===== src/rne_pkg.sv =====
// shared types, constants and digit helpers for the roman numeral encoder
package rne_pkg;

    localparam logic [11:0] VALUE_MAX = 12'd3999;

    localparam logic [7:0] CHAR_I = 8'h49;
    localparam logic [7:0] CHAR_V = 8'h56;
    localparam logic [7:0] CHAR_X = 8'h58;
    localparam logic [7:0] CHAR_L = 8'h4c;
    localparam logic [7:0] CHAR_C = 8'h43;
    localparam logic [7:0] CHAR_D = 8'h44;
    localparam logic [7:0] CHAR_M = 8'h4d;
    localparam logic [7:0] CHAR_NONE = 8'h00;

    // decade slots, most significant first
    localparam logic [1:0] DEC_THOU = 2'd0;
    localparam logic [1:0] DEC_HUND = 2'd1;
    localparam logic [1:0] DEC_TENS = 2'd2;
    localparam logic [1:0] DEC_UNIT = 2'd3;

    // which letter of a decade
    localparam logic [1:0] SEL_ONE  = 2'd0;
    localparam logic [1:0] SEL_FIVE = 2'd1;
    localparam logic [1:0] SEL_TEN  = 2'd2;

    typedef logic [3:0] t_digit;

    typedef struct packed {
        logic           err;
        t_digit [3:0]   dig;
    } t_entry;

    typedef struct packed {
        t_digit         q;
        logic [11:0]    rem;
    } t_split;

    // one decimal digit off the top of rem, by parallel compares
    function automatic t_split split_dec(input logic [11:0] rem, input logic [11:0] unit);
        t_split      res;
        logic [15:0] prod;
        logic [15:0] sub;
        res.q = 4'd0;
        sub = 16'd0;
        for (int k = 1; k <= 9; k++) begin
            prod = 16'(k * unit);
            if ({4'b0, rem} >= prod) begin
                res.q = 4'(k);
                sub = prod;
            end
        end
        res.rem = rem - sub[11:0];
        return res;
    endfunction

    function automatic logic [2:0] dig_len(input t_digit d);
        logic [2:0] len;
        case (d)
            4'd1: len = 3'd1;
            4'd2: len = 3'd2;
            4'd3: len = 3'd3;
            4'd4: len = 3'd2;
            4'd5: len = 3'd1;
            4'd6: len = 3'd2;
            4'd7: len = 3'd3;
            4'd8: len = 3'd4;
            4'd9: len = 3'd2;
            default: len = 3'd0;
        endcase
        return len;
    endfunction

    function automatic logic [1:0] letter_sel(input t_digit d, input logic [1:0] pos);
        logic [1:0] sel;
        sel = SEL_ONE;
        if (d == 4'd9) begin
            sel = (pos == 2'd0) ? SEL_ONE : SEL_TEN;
        end else if (d == 4'd4) begin
            sel = (pos == 2'd0) ? SEL_ONE : SEL_FIVE;
        end else if (d >= 4'd5) begin
            sel = (pos == 2'd0) ? SEL_FIVE : SEL_ONE;
        end
        return sel;
    endfunction

    function automatic logic [7:0] dec_letter(input logic [1:0] dec, input logic [1:0] sel);
        logic [7:0] c;
        case (dec)
            DEC_THOU: c = CHAR_M;
            DEC_HUND: c = (sel == SEL_ONE) ? CHAR_C : (sel == SEL_FIVE) ? CHAR_D : CHAR_M;
            DEC_TENS: c = (sel == SEL_ONE) ? CHAR_X : (sel == SEL_FIVE) ? CHAR_L : CHAR_C;
            default:  c = (sel == SEL_ONE) ? CHAR_I : (sel == SEL_FIVE) ? CHAR_V : CHAR_X;
        endcase
        return c;
    endfunction

endpackage


===== src/rne_in_if.sv =====
// request channel carrying one integer value
interface rne_in_if;
    logic           valid;
    logic           ready;
    logic [11:0]    value;

    modport source (output valid, output value, input ready);
    modport sink   (input valid, input value, output ready);
endinterface


===== src/rne_out_if.sv =====
// result channel carrying one numeral letter
interface rne_out_if;
    logic           valid;
    logic           ready;
    logic [7:0]     symbol;
    logic           last;
    logic           error;

    modport source (output valid, output symbol, output last, output error, input ready);
    modport sink   (input valid, input symbol, input last, input error, output ready);
endinterface


===== src/rne_front.sv =====
// front end: range check and decimal split of one request
module rne_front (
    input  logic            i_clk,
    input  logic            i_rst_n,
    rne_in_if.sink          i_req,
    output logic            o_push_valid,
    input  logic            i_push_ready,
    output rne_pkg::t_entry o_push_data
);

    localparam logic [1:0] F_IDLE = 2'd0;
    localparam logic [1:0] F_THOU = 2'd1;
    localparam logic [1:0] F_HUND = 2'd2;
    localparam logic [1:0] F_PUSH = 2'd3;

    logic [1:0]             r_state;
    logic [11:0]            r_rem;
    logic                   r_err;
    rne_pkg::t_digit        r_thou;
    rne_pkg::t_digit        r_hund;
    rne_pkg::t_split        split_thou;
    rne_pkg::t_split        split_hund;
    rne_pkg::t_split        split_tens;
    logic                   bad;

    assign bad = (i_req.value == 12'd0) || (i_req.value > rne_pkg::VALUE_MAX);

    always_comb begin
        split_thou = rne_pkg::split_dec(r_rem, 12'd1000);
        split_hund = rne_pkg::split_dec(r_rem, 12'd100);
        split_tens = rne_pkg::split_dec(r_rem, 12'd10);
    end

    assign i_req.ready  = (r_state == F_IDLE);
    assign o_push_valid = (r_state == F_PUSH);

    always_comb begin
        o_push_data.err                    = r_err;
        o_push_data.dig[rne_pkg::DEC_THOU] = r_thou;
        o_push_data.dig[rne_pkg::DEC_HUND] = r_hund;
        o_push_data.dig[rne_pkg::DEC_TENS] = split_tens.q;
        o_push_data.dig[rne_pkg::DEC_UNIT] = split_tens.rem[3:0];
    end

    always_ff @(posedge i_clk) begin
        if (!i_rst_n) begin
            r_state <= F_IDLE;
        end else begin
            case (r_state)
                F_IDLE: begin
                    if (i_req.valid) begin
                        r_state <= bad ? F_PUSH : F_THOU;
                    end
                end
                F_THOU: r_state <= F_HUND;
                F_HUND: r_state <= F_PUSH;
                F_PUSH: begin
                    if (i_push_ready) begin
                        r_state <= F_IDLE;
                    end
                end
                default: r_state <= F_IDLE;
            endcase
        end
    end

    always_ff @(posedge i_clk) begin
        case (r_state)
            F_IDLE: begin
                if (i_req.valid) begin
                    r_rem <= i_req.value;
                    r_err <= bad;
                end
            end
            F_THOU: begin
                r_thou <= split_thou.q;
                r_rem  <= split_thou.rem;
            end
            F_HUND: begin
                r_hund <= split_hund.q;
                r_rem  <= split_hund.rem;
            end
            default: begin
            end
        endcase
    end

endmodule


===== src/rne_queue.sv =====
// two-entry queue between front and back
module rne_queue (
    input  logic            i_clk,
    input  logic            i_rst_n,
    input  logic            i_push_valid,
    output logic            o_push_ready,
    input  rne_pkg::t_entry i_push_data,
    output logic            o_pop_valid,
    input  logic            i_pop_ready,
    output rne_pkg::t_entry o_pop_data
);

    rne_pkg::t_entry    r_mem [2];
    logic               r_wp;
    logic               r_rp;
    logic [1:0]         r_cnt;
    logic               push;
    logic               pop;

    assign o_push_ready = (r_cnt != 2'd2);
    assign o_pop_valid  = (r_cnt != 2'd0);
    assign o_pop_data   = r_mem[r_rp];
    assign push         = i_push_valid && o_push_ready;
    assign pop          = o_pop_valid && i_pop_ready;

    always_ff @(posedge i_clk) begin
        if (!i_rst_n) begin
            r_wp  <= 1'b0;
            r_rp  <= 1'b0;
            r_cnt <= 2'd0;
        end else begin
            if (push) begin
                r_wp <= ~r_wp;
            end
            if (pop) begin
                r_rp <= ~r_rp;
            end
            r_cnt <= r_cnt + {1'b0, push} - {1'b0, pop};
        end
    end

    always_ff @(posedge i_clk) begin
        if (push) begin
            r_mem[r_wp] <= i_push_data;
        end
    end

endmodule


===== src/rne_back.sv =====
// back end: letter sequencer with output register
module rne_back (
    input  logic            i_clk,
    input  logic            i_rst_n,
    input  logic            i_pop_valid,
    output logic            o_pop_ready,
    input  rne_pkg::t_entry i_pop_data,
    rne_out_if.source       o_res
);

    logic                   r_busy;
    logic                   r_err;
    rne_pkg::t_digit [3:0]  r_dig;
    logic [1:0]             r_dec;
    logic [1:0]             r_pos;
    logic                   r_ovalid;
    logic [7:0]             r_osym;
    logic                   r_olast;
    logic                   r_oerr;

    rne_pkg::t_digit        cur;
    logic [2:0]             len;
    logic                   rest_zero;
    logic                   end_dig;
    logic                   out_free;
    logic [7:0]             sym;

    assign out_free    = !r_ovalid || o_res.ready;
    assign o_pop_ready = !r_busy;

    always_comb begin
        cur = r_dig[r_dec];
        len = rne_pkg::dig_len(cur);
        sym = rne_pkg::dec_letter(r_dec, rne_pkg::letter_sel(cur, r_pos));
        end_dig = ({1'b0, r_pos} == (len - 3'd1));
        rest_zero = 1'b1;
        for (int j = 0; j < 4; j++) begin
            if ((2'(j) > r_dec) && (r_dig[j] != 4'd0)) begin
                rest_zero = 1'b0;
            end
        end
    end

    always_ff @(posedge i_clk) begin
        if (!i_rst_n) begin
            r_busy   <= 1'b0;
            r_ovalid <= 1'b0;
        end else begin
            if (!r_busy) begin
                if (o_res.ready) begin
                    r_ovalid <= 1'b0;
                end
                if (i_pop_valid) begin
                    r_busy <= 1'b1;
                end
            end else if (out_free) begin
                if (r_err) begin
                    r_ovalid <= 1'b1;
                    r_busy   <= 1'b0;
                end else if (len == 3'd0) begin
                    // empty decade, step over it
                    r_ovalid <= 1'b0;
                    if (r_dec == rne_pkg::DEC_UNIT) begin
                        r_busy <= 1'b0;
                    end
                end else begin
                    r_ovalid <= 1'b1;
                    if (end_dig && rest_zero) begin
                        r_busy <= 1'b0;
                    end
                end
            end
        end
    end

    always_ff @(posedge i_clk) begin
        if (!r_busy) begin
            if (i_pop_valid) begin
                r_err <= i_pop_data.err;
                r_dig <= i_pop_data.dig;
                r_dec <= rne_pkg::DEC_THOU;
                r_pos <= 2'd0;
            end
        end else if (out_free) begin
            if (r_err) begin
                r_osym  <= rne_pkg::CHAR_NONE;
                r_olast <= 1'b1;
                r_oerr  <= 1'b1;
            end else if (len == 3'd0) begin
                r_dec <= r_dec + 2'd1;
            end else begin
                r_osym  <= sym;
                r_olast <= end_dig && rest_zero;
                r_oerr  <= 1'b0;
                if (end_dig) begin
                    r_pos <= 2'd0;
                    r_dec <= r_dec + 2'd1;
                end else begin
                    r_pos <= r_pos + 2'd1;
                end
            end
        end
    end

    assign o_res.valid  = r_ovalid;
    assign o_res.symbol = r_osym;
    assign o_res.last   = r_olast;
    assign o_res.error  = r_oerr;

endmodule


===== src/integer_to_roman_numeral_encoder_unit.sv =====
// Integer to Roman numeral encoder, top level.
// Takes one value per request and returns its Roman numeral as ASCII letters, one letter
// per result, with last set on the final letter; a value of 0 or above 3999 gives a single
// result with error set, symbol zero and last set. The front end takes a request while idle
// and splits it into decimal digits (thousands, hundreds, then tens and units as it offers
// the split), skipping the split for an out of range value, before handing it to a
// two-entry queue; it takes no new request until it has pushed the last one. The back end
// loads a queued value, then emits one letter per cycle while the result side is ready, and
// steps over each zero digit ahead of the last letter without emitting, leading zeros
// included; a numeral has 1 to 15 letters, the most for 3888. The letter sequencer in the
// back end sets the sustained rate for long numerals and the front end for short ones; the
// front end splits the next value while the current one is still being emitted.
module integer_to_roman_numeral_encoder_unit (
    input  logic        i_clk,
    input  logic        i_rst_n,
    rne_in_if.sink      i_req,
    rne_out_if.source   o_res
);

    logic               push_valid;
    logic               push_ready;
    rne_pkg::t_entry    push_data;
    logic               pop_valid;
    logic               pop_ready;
    rne_pkg::t_entry    pop_data;

    rne_front u_front (
        .i_clk        (i_clk),
        .i_rst_n      (i_rst_n),
        .i_req        (i_req),
        .o_push_valid (push_valid),
        .i_push_ready (push_ready),
        .o_push_data  (push_data)
    );

    rne_queue u_queue (
        .i_clk        (i_clk),
        .i_rst_n      (i_rst_n),
        .i_push_valid (push_valid),
        .o_push_ready (push_ready),
        .i_push_data  (push_data),
        .o_pop_valid  (pop_valid),
        .i_pop_ready  (pop_ready),
        .o_pop_data   (pop_data)
    );

    rne_back u_back (
        .i_clk       (i_clk),
        .i_rst_n     (i_rst_n),
        .i_pop_valid (pop_valid),
        .o_pop_ready (pop_ready),
        .i_pop_data  (pop_data),
        .o_res       (o_res)
    );

endmodule


===== src/flat_wrapper.sv =====
// flat-port wrapper written by rule: the top's interface ports become plain ports
module integer_to_roman_numeral_encoder_unit_flat 
  (i_clk, i_rst_n, i_req_valid, i_req_value, i_req_ready, o_res_valid, o_res_symbol, o_res_last, o_res_error, o_res_ready);
  rne_in_if i_req_i ();
  rne_out_if o_res_i ();
  input  logic i_clk;
  input  logic i_rst_n;
  input wire logic [$bits(i_req_i.valid)-1:0] i_req_valid;
  input wire logic [$bits(i_req_i.value)-1:0] i_req_value;
  output wire logic [$bits(i_req_i.ready)-1:0] i_req_ready;
  output wire logic [$bits(o_res_i.valid)-1:0] o_res_valid;
  output wire logic [$bits(o_res_i.symbol)-1:0] o_res_symbol;
  output wire logic [$bits(o_res_i.last)-1:0] o_res_last;
  output wire logic [$bits(o_res_i.error)-1:0] o_res_error;
  input wire logic [$bits(o_res_i.ready)-1:0] o_res_ready;
  assign i_req_i.valid = i_req_valid;
  assign i_req_i.value = i_req_value;
  assign i_req_ready = i_req_i.ready;
  assign o_res_valid = o_res_i.valid;
  assign o_res_symbol = o_res_i.symbol;
  assign o_res_last = o_res_i.last;
  assign o_res_error = o_res_i.error;
  assign o_res_i.ready = o_res_ready;
  integer_to_roman_numeral_encoder_unit u_core (.i_clk(i_clk), .i_rst_n(i_rst_n), .i_req(i_req_i), .o_res(o_res_i));
endmodule

===== config.mk =====
export PLATFORM = sky130hd
export DESIGN_NAME = integer_to_roman_numeral_encoder_unit_flat
export DESIGN_NICKNAME = d
export VERILOG_FILES = /design/src/rne_pkg.sv /design/src/rne_in_if.sv /design/src/rne_out_if.sv /design/src/rne_front.sv /design/src/rne_queue.sv /design/src/rne_back.sv /design/src/integer_to_roman_numeral_encoder_unit.sv /design/src/flat_wrapper.sv
export SDC_FILE = /design/constraint.sdc
export NUM_CORES = 1
export LEC_CHECK = 0
export BUFFER_PORTS_ARGS = -buffer_cell sky130_fd_sc_hd__buf_2
export CORE_UTILIZATION = 39
export CTS_CLUSTER_DIAMETER = 100
export CTS_CLUSTER_SIZE = 24
export DETAILED_ROUTE_END_ITERATION = 7
export SETUP_SLACK_MARGIN = 0.02
export SLEW_MARGIN = 10
export SYNTH_ARGS = -nofsm -noshare
export SYNTH_HDL_FRONTEND = slang
export SYNTH_SLANG_ARGS = --single-unit

===== constraint.sdc =====
create_clock -name i_clk -period 3.37 [get_ports i_clk]
set_input_delay 0.337 -clock i_clk [delete_from_list [all_inputs] [get_ports i_clk]]
set_output_delay 0.337 -clock i_clk [all_outputs]
set_load 0.05 [all_outputs]

After elaboration in Yosys (flattened, before gate mapping)
Memories as Yosys holds them, arrays and structs flattened. A register that Yosys moved wholly into a read port is not among the register bits.
Cells that the tools add are included.

storage, ports and cells
  logic and storage cells = 207
  register bits after elaboration = 43
  ROM bits = 48
  RAM bits = 34
  memories kept = 2

operators by class
  reductions and logical operators = 35
  add/subtract/negate cells = 8
  order comparisons = 29
  mux-type cells = 95
  equality and inequality tests = 18
  bitwise logic cells = 3

memory list
  memory                depth  width  rd ports  clocked after Yosys merged registers in  write ports  RTL line         source
  (name not given)      16     3      1         0                                        0            rne_pkg.sv:58    case (d)
  u_core.u_queue.r_mem  2      17     1         1                                        1            rne_queue.sv:13  rne_pkg::t_entry r_mem [2];

operators by type and width
  cell                                                                  number
  two-way mux 12 bit                                                    12
  two-way mux 4 bit                                                     28
  greater-or-equal comparator 12 x 10 -> 1 bit (second input constant)  5
  greater-or-equal comparator 12 x 7 -> 1 bit (second input constant)   4
  greater-or-equal comparator 12 x 6 -> 1 bit (second input constant)   3
  greater-or-equal comparator 12 x 9 -> 1 bit (second input constant)   3
  case mux 12 bit (3 select lines)                                      1
  two-way mux 2 bit                                                     16
  two-way mux 1 bit                                                     28
  greater-or-equal comparator 12 bit (second input constant)            2
  greater-or-equal comparator 12 x 5 -> 1 bit (second input constant)   2
  subtractor 12 bit                                                     2
  nonzero test 4 bit                                                    4
  case mux 5 bit (3 select lines)                                       1
  greater-or-equal comparator 12 x 11 -> 1 bit (second input constant)  1
  greater-or-equal comparator 12 x 4 -> 1 bit (second input constant)   1
  greater-or-equal comparator 12 x 8 -> 1 bit (second input constant)   1
  > comparator 12 bit (second input constant)                           1
  zero test 12 bit                                                      1
  two-way mux 10 bit                                                    1
  two-way mux 5 bit                                                     2
  != test 2 bit (second input constant)                                 5
  AND reduction 2 bit                                                   5
  binary-select mux 4 bit (select 2 bit)                                1
  other kinds (32)                                                      58

Depth between registers and ports, before layout
Gate-level depths: netlist of run 1.

  word-level depth = 12
  mapped depth = 16
  mapped depth without buffers = 15

Modules after synthesis
From an unflattened synthesis of run 1, not the netlist that was laid out.

unflattened totals
  cells, all modules = 462
  area, all modules = 5295.1 µm²

modules (own cells, without submodules)
  module     sequential area each (µm²)  times used  cells an instance  area each (µm²)
  rne_front  640.6                       1           263                2235.9
  rne_back   910.9                       1           116                1570.3
  rne_queue  1121.1                      1           83                 1488.9

Least setup slack after synthesis of run 1
OpenSTA, ideal clock, no wires.

  kind = reg-to-reg
  from = register u_core.u_front.r_rem[10]
  to = register u_core.u_front.r_rem[8] (data pin)
  data arrival time = 3.095 ns
  data required time = 3.110 ns
  slack = 0.016 ns
  stages on the path, launching flop included = 15
  cells stage by stage = edfxtp_1 or3_1 a2111oi_0 o21ai_0 o211ai_1 and2_1 ha_1 inv_1 fa_1 a21o_1 a21oi_1 o21bai_1 a21oi_1 xnor2_1 mux2_2

on the way
  word-level cells in the longest chain between the ends = 12
  elaborated cells on any way between the ends = 29

ends and longest elaborated chain
  element                                      RTL line         source
  start, declared                              rne_front.sv:17  logic [11:0] r_rem;
  start signal, assigned                       rne_front.sv:71  r_rem <= i_req.value;
  start signal, assigned                       rne_front.sv:77  r_rem <= split_thou.rem;
  start signal, assigned                       rne_front.sv:81  r_rem <= split_hund.rem;
  greater-or-equal comparator 12 x 7 -> 1 bit  rne_pkg.sv:47    if ({4'b0, rem} >= prod) begin
  two-way mux 7 bit                            rne_pkg.sv:47
  two-way mux 12 bit (8 in a row)              rne_pkg.sv:47
  subtractor 12 bit                            rne_pkg.sv:52    res.rem = rem - sub[11:0];
  case mux 12 bit (3 select lines) *           rne_front.sv:68  case (r_state)

Every way passes the cells marked *; elsewhere a longest branch is shown, timed or not.
A chain may end at the register's enable or synchronous reset.

Final worst setup path of run 1
  from = register u_core.u_front.r_rem[3]
  to = register u_core.u_front.r_rem[10] (data pin)

Same word-level chain as after synthesis.

==> results of run 1 <==
[state kept, by name (all words and copies together), names as in the netlist, 2 cells and up]
| name | count |
|---|---|
| u_core.u_back.r_pos | 2 |
| u_core.u_back.r_dec | 2 |
| u_core.u_front.r_rem | 12 |
| u_core.u_front.r_state | 2 |
| u_core.u_back.o_res.symbol | 6 |
| u_core.u_front.r_hund | 4 |
| u_core.u_back.r_dig | 15 |
| u_core.u_front.r_thou | 3 |
| u_core.u_queue.r_cnt | 2 |
| u_core.u_queue.r_mem | 32 |
[worst max-delay path, delay by kind of cell, from the launching register on]
kind                       cells  cell delay [ns]
buffers and inverters          2             0.19
DFF                            1             0.49
and+or+nand+nor                3             0.42
adders and majority gates      2             0.52
AOI/OAI and AO/OA              9             1.62
[timing repair]
item	CTS	global route
resized for setup	33	25
pin swaps	17	20
hold buffers	0	0
cloned	0	0
setup buffers	28	6
endpoints found under the setup margin	5	7
endpoints found under the hold margin	0	0
[final timing paths]
path / depth (start not counted) / slack, ns / startpoint / end
min reg2reg: 0 / 0.46 / u_core.u_front.r_hund[0] / u_core.u_queue.r_mem[1][3]
max reg2reg: 16 / -0.06 / u_core.u_front.r_rem[3] / u_core.u_front.r_rem[10]
max: 16 / -0.06 / u_core.u_front.r_rem[3] / u_core.u_front.r_rem[10]
min: 2 / 0.30 / i_rst_n / u_core.u_queue.r_wp
[cell families (layout without fill, tap and decap cells)]
logic type                 count (synthesis)  in the layout  synth area share
muxes                                     25             25           0.06447
adders and majority gates                 27             27           0.07136
AOI/OAI and AO/OA                        114            114            0.1613
and+or+nand+nor                          114            114            0.1279
xor gates and xnor gates                  10             10           0.01784
buffers and inverters                     41            163           0.03440
DFF                                       88             88            0.5219
other                                      1              2         0.0007638
[layout make-up]
| type | instances | area [um^2] | share of cell area |
|---|---|---|---|
| inverter | 25 | 93.84 | 0.01447 |
| timing repair buffer | 122 | 879.6 | 0.1356 |
| tap | 168 | 210.2 | 0.03241 |
| clock inverter | 7 | 126.4 | 0.01948 |
| clock buffer | 9 | 225.2 | 0.03472 |
| sequential | 88 | 2562 | 0.3951 |
| multi-input combinational | 292 | 2389 | 0.3682 |
[synth_stat cells (all sizes together), types with 6 or more instances]
cell    number  area (um^2)
edfxtp      80         2402
nand2       28        107.6
nor2        26        97.59
ha          24        300.3
inv         24        90.09
o21ai       23        115.1
a21oi       20        100.1
mux2        20        229.0
clkbuf      10        37.54
and2         9        56.30
xnor2        9        78.83
dfxtp        8        160.2
o21a         8        60.06
nor2b        7        46.30
nor3         7        40.04
a21boi       6        45.05
buf          6        37.53
nand2b       6        47.54
nand3        6        30.03
nor4         6        52.55
o31ai        6        45.04
[metrics by stage]
| stage | util | std cells | setup WS [ns] |
|---|---|---|---|
| after global routing | 0.5333 | 711 | -0.2132 |
| after CTS | 0.5218 | 707 | -0.007163 |
| final | 0.5333 | 711 | -0.05623 |
| after floorplan | - | 421 | 0.02381 |
| after detailed placement | 0.4662 | 663 | -0.1997 |
| after global placement | 0.4662 | 663 | -0.1313 |
[per-layer routing]
| layer | track usage | vias up | routed length (um) | part of all wire |
|---|---|---|---|---|
| met2 | 0.3277 | 95 | 5888 | 0.50 |
| li1 | - | 1825 | - | - |
| met3 | 0.04606 | 29 | 495 | 0.042 |
| met4 | 0.09004 | 0 | 371 | 0.032 |
| met5 | 0 | - | 0 | 0 |
| met1 | 0.2266 | 1839 | 4953 | 0.42 |
==> impl_metrics.tcl, run 1 <==
set metrics [dict create \
    route.detailed.vias_per_inst 5.328 \
    via_count_of_the_first_global_routing_pass 3817 \
    finalCriticalPeriod_ns 3.426 \
    detailedPlacementHpwl_um 8348 \
    drt_wl_total_um 11710 \
    worst_setup_hold_path_clk_slew_ns 0.07 \
    yosysUniqueCellTypes 73 \
    cts.path.max_buffers 2 \
    timing.critical_path.slowest_cell_delay_ns 0.49 \
    start_kind "flip-flop" \
    cp.arrival_ns 3.59 \
    floorplan.initialDensity 0.4037 \
    drc 0 \
    cts-root-buf "sky130_fd_sc_hd__clkbuf_16" \
    finalHoldViolations 0 \
    hold_path_class "primary input to flip-flop" \
    worst_slew_margin_rel 0.3484 \
    floorplan.core_area_mm2 0.01216 \
    io_pins 28 \
    place.gp.congestion 0.9215 \
    synth.ff_latch_count 88 \
    timing.final.ws_setup_ns -0.05623 \
    grtUsageTotal 0.1914 \
    n_fill_cell 1052 \
    tns_ns -0.1399 \
    fp.dieArea_mm2 0.01304 \
    final.period_utilization 1.017 \
    layout_commonest_cell "sky130_fd_sc_hd__buf_4" \
    final_area_mm2 0.006486 \
    die_w_um 114.2 \
    worst_clock_skew_ns 0.009095 \
    cts_inserted_buffers 9 \
    worstPathMaxFanout 6 \
    critical_path_class "flip-flop to flip-flop" \
    path_cells "nor3_2, o31a_1, a2111oi_4, o21ai_2, o211ai_1, and2_1, ha_2, inv_2, fa_2, a21o_1, a21oi_2, o21bai_2, buf_4, a31oi_4, nand4b_1, o311ai_2" \
    tritoncts_clock_tree "yes" \
    routedWlPerCell_um 16.47 \
    yosysWarningCount 0 \
    clkLatencyLatePin_ns 0.34 \
    fin_nets 580 \
    clock_sink_count 88 \
    grt_max_degree 18 \
    worstPathRequired_ns 3.53 \
    route.antenna.remaining_nets 0 \
    cts_htree_levels 3 \
    drt_pass1_iterations 4 \
    worst_hold_slack_ns 0.2967 \
    drive_gt1_frac 0.3831 \
    drt_iter0_drc 220 \
    netlist_area_mm2 0.004910 \
    synth-edff-count 80 \
    floorplan.rows 40 \
    dieHeight_um 114.2 \
    cp_slowest_cell "sky130_fd_sc_hd__edfxtp_1" \
    portBuffers 25 \
    synth_ff_type "sky130_fd_sc_hd__edfxtp_1" \
    end_kind "flip-flop" \
    run_status "finished with violations" \
    unrepaired_setup_endpoints_after_global_routing "yes" \
    placedInstanceArea_mm2 0.005669 \
    synthesis.area_per_instance_um2 11.69 \
    grt-ovfl-total 0 \
    violations_in_the_final_reports "negative setup slack" \
    num_vias 3788 \
    grt_pass1_wl_um 18910 \
    syn_to_final_growth_pct 32.11 \
    worst-slew-pin-transition_ns 0.9739 \
    final_max_slew_viol_count 0 \
    grt_antenna_before_repair 0 \
    max_clock_freq_ghz 0.2919 \
    synthesis.instances 420 \
    final_cell_mix "90 x sky130_fd_sc_hd__buf_4, 80 x sky130_fd_sc_hd__edfxtp_1, 26 x sky130_fd_sc_hd__nand2_1" \
    timing.final.setup_violations 3 \
    synth-seq-area-share 0.5219 \
    num_antenna_cells 0 \
    count_of_max_cap_constraint_violations 0 \
    asyncSetResetFlopFracSynth 0 \
]
Power of run 1 is left out: the tool's default activity adds up to more than one toggle a clock period on the data nets, which glitch-free logic cannot reach.
==> run 2, diff against run 1 <==
--- a/config.mk
+++ b/config.mk
@@ -5,6 +5,7 @@
 export SDC_FILE = /design/constraint.sdc
 export NUM_CORES = 1
 export LEC_CHECK = 0
+export ABC_AREA = 1
 export BUFFER_PORTS_ARGS = -buffer_cell sky130_fd_sc_hd__buf_2
 export CORE_UTILIZATION = 39
 export CTS_CLUSTER_DIAMETER = 100
==> impl_metrics.tcl, run 2 <==
set metrics [dict create \
    portBuffers 25 \
    tns_ns 0 \
    count_of_max_cap_constraint_violations 0 \
    layout_commonest_cell "sky130_fd_sc_hd__nand2_1" \
    finalCriticalPeriod_ns 3.192 \
    finalHoldViolations 0 \
    yosysWarningCount 0 \
    critical_path_class "flip-flop to flip-flop" \
    syn_to_final_growth_pct 17.73 \
    grt_antenna_before_repair 0 \
    static-leakage-power_nw 2.593 \
    max_clock_freq_ghz 0.3133 \
    pre_cts_ws_ns 0.07749 \
    yosysUniqueCellTypes 45 \
    worst-slew-pin-transition_ns 0.9038 \
    synth.top_cells.by_area "sky130_fd_sc_hd__edfxtp_1 48%, sky130_fd_sc_hd__nand2_1 13%, sky130_fd_sc_hd__ha_1 6.0%" \
    final_cell_mix "175 x sky130_fd_sc_hd__nand2_1, 80 x sky130_fd_sc_hd__edfxtp_1, 69 x sky130_fd_sc_hd__inv_1" \
    cellInternalPower_mw 3.450 \
    final.period_utilization 0.9471 \
    grt-ovfl-total 0 \
    drt_pass1_iterations 5 \
    yosysMostFrequentCell "sky130_fd_sc_hd__nand2_1" \
    drc 0 \
    floorplan.rows 41 \
    drt_iter0_drc 284 \
    crit_path_frequent_cell "sky130_fd_sc_hd__nand2_1" \
    cts.path.max_buffers 2 \
    via_count_of_the_first_global_routing_pass 3727 \
    worst_setup_hold_path_clk_slew_ns 0.07 \
    hold_path_class "primary input to flip-flop" \
    timing.critical_path.slowest_cell_delay_ns 0.50 \
    io_pins 28 \
    dieHeight_um 115.3 \
    hold_buffers 0 \
    synth-edff-count 80 \
    asyncSetResetFlopFracSynth 0 \
    instances_no_fill 814 \
    cp_slowest_cell "sky130_fd_sc_hd__edfxtp_1" \
    power.density_mw_per_mm2 1082 \
    worstPathMaxFanout 6 \
    path_cells "nor2_4, nand2_2, o21bai_1, a31oi_2, nand2_1, nand2_2, nand2_1, a21oi_2, ha_1, inv_1, fa_2, nand3_2, nand3_2, nand2_1, nand2_1, a21oi_2, or2_2, a31oi_1" \
    timing.final.setup_violations 0 \
    worst_slew_margin_rel 0.3953 \
    cts_htree_levels 3 \
    share_seq_of_total_power 0.307 \
    grtUsageTotal 0.1738 \
    die_w_um 115.3 \
    reg.largest.list "u_core.u_queue.r_mem: 32 flops, u_core.u_back.r_dig: 15 flops, u_core.u_front.r_rem: 12 flops" \
    cp.arrival_ns 3.26 \
    synth_ff_type "sky130_fd_sc_hd__edfxtp_1" \
    synth_commonest_cells "177 x sky130_fd_sc_hd__nand2_1, 80 x sky130_fd_sc_hd__edfxtp_1, 71 x sky130_fd_sc_hd__inv_1, 43 x sky130_fd_sc_hd__nor2_1, 35 x sky130_fd_sc_hd__nand3_1" \
    synth-seq-area-share 0.5121 \
    clock_sink_count 88 \
    fp.dieArea_mm2 0.01329 \
    synth.top_cell.area_share 0.4801 \
    fin_nets 679 \
    route.detailed.vias_per_inst 4.959 \
    drt_wl_total_um 11010 \
    unrepaired_setup_endpoints_after_global_routing "yes" \
    clkLatencyLatePin_ns 0.34 \
    totalPowerFinal_mw 6.376 \
    worst_clock_skew_ns 0.005534 \
    place.gp.congestion 0.8850 \
    synth.ff_latch_count 88 \
    num_vias 4037 \
    yosysTopAreaCell "sky130_fd_sc_hd__edfxtp_1" \
    synthesis.area_per_instance_um2 8.672 \
    tritoncts_clock_tree "yes" \
    drive_gt1_frac 0.1760 \
    floorplan.initialDensity 0.3981 \
    start_kind "flip-flop" \
    cts_inserted_buffers 9 \
    placed_cell_count 777 \
    clkPwrFrac 0.150 \
    largest_reg_flops 32 \
    peakVddDrop_uv 617.1 \
    end_kind "flip-flop" \
    critPathLaunch "u_core.u_front.r_rem[11]" \
    timing.final.ws_setup_ns 0.1781 \
    routedWlPerCell_um 13.53 \
    hold_start "i_rst_n" \
    grt_pass1_wl_um 17640 \
    psw_mw 2.926 \
    largest-register "u_core.u_queue.r_mem" \
    floorplan.core_area_mm2 0.01257 \
    post-route-util 0.4687 \
    switching_share 0.4589 \
    num_antenna_cells 0 \
    run_status "completed" \
    worstReg2RegStart "u_core.u_front.r_rem[11]" \
    worstPathRequired_ns 3.44 \
    detailedPlacementHpwl_um 8399 \
    final_max_slew_viol_count 0 \
    cts-root-buf "sky130_fd_sc_hd__clkbuf_16" \
    synthesis.instances 577 \
    route.antenna.remaining_nets 0 \
    netlist_area_mm2 0.005004 \
    comb_power_share 0.543 \
    grt_max_degree 19 \
]
==> run 2: layout make-up <==
class                   instances  area, um^2
repair buffers                 57       365.4
multi-input cells             402        2160
well taps                     172       215.2
clock buffers                  10       239.0
inverters                      79       299.0
clock inverters                 6       50.05
flip-flops and latches         88        2562
fillers                      1191        6678
==> run 2: worst max-delay path: cells and delay by family (launching register included) <==
family,cells,cell delay (ns)
buf+inv,1,0.06
simple gates,10,1.08
flops,1,0.50
compound gates,5,0.77
fa+ha+maj,2,0.51
==> run 2: path summary, 6_finish.rpt <==
path	endpoint	slack (ns)	cells after the start
min	u_core.u_queue.r_cnt[0]	0.29	3
min reg2reg	u_core.u_queue.r_mem[1][2]	0.44	0
max reg2reg	u_core.u_front.r_rem[8]	0.18	18
max	u_core.u_front.r_rem[8]	0.18	18
==> run 2: metrics by stage <==
stage,hold slack (ns),instance area [um^2]
2_1_floorplan,0.4215,5007
3_3_place_gp,0.4233,5380
3_5_place_dp,0.4304,5380
4_1_cts,0.2743,5669
5_1_grt,0.3101,5891
6_report,0.2911,5891
==> run 2: what timing repair did <==
item | in CTS | in global routing
endpoints found under the setup margin | 0 | 7
hold endpoints to repair | 0 | 0
setup buffers | 0 | 21
resized for setup | 0 | 24
==> run 2: layer usage <==
metal	global-route usage	routed length, um
met3	0.03426	380
met1	0.2056	4734
met2	0.2984	5536
met5	0	0
met4	0.09351	363
==> run 2: cells by family (layout without fill, tap and decap cells) <==
family                   Yosys count  count (layout)  share of synthesized area
AND/OR/NAND/NOR                  286             286                     0.2443
buffers and inverters             88             152                    0.06927
flip-flops                        88              88                     0.5121
adder cells (fa/ha/maj)           26              26                    0.06802
XOR/XNOR                           4               4                   0.007003
other                              1               2                  0.0007495
AO/OA/AOI/OAI                     84              84                    0.09853
==> run 2: power groups by stage <==
stage	logic (mW)	registers [mW]	clock network, mW
floorplan	2.25	2.06	0
global placement	3.09	1.99	0
detailed placement	3.12	2.00	0
CTS	3.13	1.98	0.983
global route	3.91	2.00	1.02
finish	3.46	1.96	0.957
Power figures use the tool's default switching activity.
==> run 3, diff against run 2 <==
--- a/config.mk
+++ b/config.mk
@@ -7,10 +7,13 @@
 export LEC_CHECK = 0
 export ABC_AREA = 1
 export BUFFER_PORTS_ARGS = -buffer_cell sky130_fd_sc_hd__buf_2
+export CELL_PAD_IN_SITES_DETAIL_PLACEMENT = 1
+export CELL_PAD_IN_SITES_GLOBAL_PLACEMENT = 1
 export CORE_UTILIZATION = 39
 export CTS_CLUSTER_DIAMETER = 100
 export CTS_CLUSTER_SIZE = 24
 export DETAILED_ROUTE_END_ITERATION = 7
+export PLACE_DENSITY_LB_ADDON = 0.1
 export SETUP_SLACK_MARGIN = 0.02
 export SLEW_MARGIN = 10
 export SYNTH_ARGS = -nofsm -noshare
==> impl_metrics.tcl, run 3 (same netlist as run 2, synthesis figures left out) <==
set metrics [dict create \
    hold_path_class "primary input to flip-flop" \
    hold_buffers 0 \
    grt-ovfl-total 0 \
    run_status "completed" \
    floorplan.initialDensity 0.3981 \
    cts_inserted_buffers 9 \
    peakVddDrop_uv 578.7 \
    portBuffers 25 \
    critical_path_class "flip-flop to flip-flop" \
    end_kind "flip-flop" \
    layout_commonest_cell "sky130_fd_sc_hd__nand2_1" \
    detailedPlacementHpwl_um 9709 \
    max_clock_freq_ghz 0.3119 \
    final_cell_mix "166 x sky130_fd_sc_hd__nand2_1, 80 x sky130_fd_sc_hd__edfxtp_1, 67 x sky130_fd_sc_hd__inv_1" \
    static-leakage-power_nw 2.643 \
    n_fill_cell 1495 \
    unrepaired_setup_endpoints_after_global_routing "yes" \
    worstPathRequired_ns 3.46 \
    worstPathMaxFanout 6 \
    grt_use_met3 0.03479 \
    cp_num_buf_inv 1 \
    placedInstanceArea_mm2 0.005395 \
    die_w_um 115.3 \
    start_kind "flip-flop" \
    reg.largest.list "u_core.u_queue.r_mem: 32 flops, u_core.u_back.r_dig: 15 flops, u_core.u_front.r_rem: 12 flops" \
    num_vias 4086 \
    fp.dieArea_mm2 0.01329 \
    dieHeight_um 115.3 \
    drive_gt1_frac 0.2062 \
    clkLatencyLatePin_ns 0.34 \
    final_area_mm2 0.006010 \
    floorplan.core_area_mm2 0.01257 \
    via_count_of_the_first_global_routing_pass 4181 \
    drt_iter0_drc 124 \
    drc 0 \
    final.period_utilization 0.9513 \
    cp_slowest_cell "sky130_fd_sc_hd__edfxtp_1" \
    crit_path_frequent_cell "sky130_fd_sc_hd__nand2_2" \
    route.antenna.remaining_nets 0 \
    syn_to_final_growth_pct 20.10 \
    grt_use_met1 0.2169 \
    grt_max_degree 19 \
    totalPowerFinal_mw 6.738 \
    busiest_layer "met2" \
    timing.critical_path.slowest_cell_delay_ns 0.50 \
    grtUsageTotal 0.2020 \
    place.gp.congestion 0.8676 \
    cts-root-buf "sky130_fd_sc_hd__clkbuf_16" \
    routedWlPerCell_um 15.64 \
    worst-slew-pin-transition_ns 1.025 \
    cp.arrival_ns 3.29 \
    grt_util_met2 0.3867 \
    drt_wl_total_um 12860 \
    drt_pass1_iterations 4 \
    clock_sink_count 88 \
    worst_slew_margin_rel 0.3139 \
    path_cells "nor2_4, nand2_2, o21bai_1, a31oi_2, nand2_1, nand2_2, nand2_2, a21oi_2, ha_1, inv_1, fa_2, nand3_2, nand3_2, nand2_1, o311ai_1, xnor2_1, o21ai_1" \
    finalHoldViolations 0 \
    timing.final.setup_violations 0 \
    grt_antenna_before_repair 0 \
    floorplan.rows 41 \
    largest-register "u_core.u_queue.r_mem" \
    crit_family "simple AND/OR/NAND/NOR gates" \
    num_antenna_cells 0 \
    tritoncts_clock_tree "yes" \
    worst_clock_skew_ns 0.01104 \
    finalCriticalPeriod_ns 3.206 \
    final_max_slew_viol_count 0 \
    cts.path.max_buffers 2 \
    cts_htree_levels 3 \
    power.density_mw_per_mm2 1121 \
    grt_pass1_wl_um 20370 \
    route.detailed.vias_per_inst 4.971 \
    worst_setup_hold_path_clk_slew_ns 0.06 \
    count_of_max_cap_constraint_violations 0 \
    io_pins 28 \
    largest_reg_flops 32 \
    fin_nets 687 \
]
## run 3: final cells by class
cell class	count	area, um^2	area share
Sequential cell	88	2562	0.4264
Multi-Input combinational cell	402	2223	0.3700
Timing Repair Buffer	65	441.7	0.07350
Inverter	79	299.0	0.04976
Clock buffer	13	250.2	0.04164
Tap cell	172	215.2	0.03581
Clock inverter	3	17.52	0.002915
## run 3: repair_timing
item,4_1_cts,5_1_grt
gates resized for setup,1,44
pin swaps,0,16
setup buffers,2,25
endpoints found under the setup margin,3,8
## run 3: power breakdown
part	internal (mW)	leakage, nW	total (mW)	switching, mW
Combinational	1.39	1.70	3.89	2.50
Clock	0.518	0.130	0.912	0.394
Sequential	1.70	0.814	1.94	0.234
## run 3: worst register-to-register path, cell delays in order, from the launching register on
cell                       delay [ns]
sky130_fd_sc_hd__edfxtp_1        0.50
sky130_fd_sc_hd__nor2_4          0.28
sky130_fd_sc_hd__nand2_2         0.08
sky130_fd_sc_hd__o21bai_1        0.19
sky130_fd_sc_hd__a31oi_2         0.26
sky130_fd_sc_hd__nand2_1         0.13
sky130_fd_sc_hd__nand2_2         0.09
sky130_fd_sc_hd__nand2_2         0.06
sky130_fd_sc_hd__a21oi_2         0.11
sky130_fd_sc_hd__ha_1            0.15
sky130_fd_sc_hd__inv_1           0.07
sky130_fd_sc_hd__fa_2            0.40
sky130_fd_sc_hd__nand3_2         0.08
sky130_fd_sc_hd__nand3_2         0.09
sky130_fd_sc_hd__nand2_1         0.08
sky130_fd_sc_hd__o311ai_1        0.10
sky130_fd_sc_hd__xnor2_1         0.21
sky130_fd_sc_hd__o21ai_1         0.09
## run 3: final timing paths
kind	slack, ns	from	cells past startpoint	end
worst max register to register	0.16	u_core.u_front.r_rem[11]	17	u_core.u_front.r_rem[10]
worst min-delay path	0.28	i_rst_n	3	u_core.u_queue.r_cnt[0]
worst min register to register	0.45	u_core.u_front.r_thou[2]	0	u_core.u_queue.r_mem[0][2]
worst max-delay path	0.16	u_core.u_front.r_rem[11]	17	u_core.u_front.r_rem[10]
## run 3: metrics by stage
stage          worst slack [ns]  hold slack [ns]  instances    util  setup TNS [ns]
3_5_place_dp           0.003581           0.4351        779  0.4293               0
5_1_grt                 -0.1349           0.3018        822  0.4781         -0.2840
4_1_cts                 0.02923           0.2714        797  0.4518               0
3_3_place_gp           -0.02309           0.4235        779  0.4293        -0.02394
2_1_floorplan            0.4430           0.4215        578       -               0
6_report                 0.1640           0.2801        822  0.4781               0
## run 3: layer usage
layer | routed length, um | vias up | part of all wire
li1 | - | 2060 | -
met1 | 5310 | 1972 | 0.41
met2 | 7034 | 36 | 0.55
met3 | 191 | 18 | 0.015
met4 | 322 | 0 | 0.025
met5 | 0 | - | 0
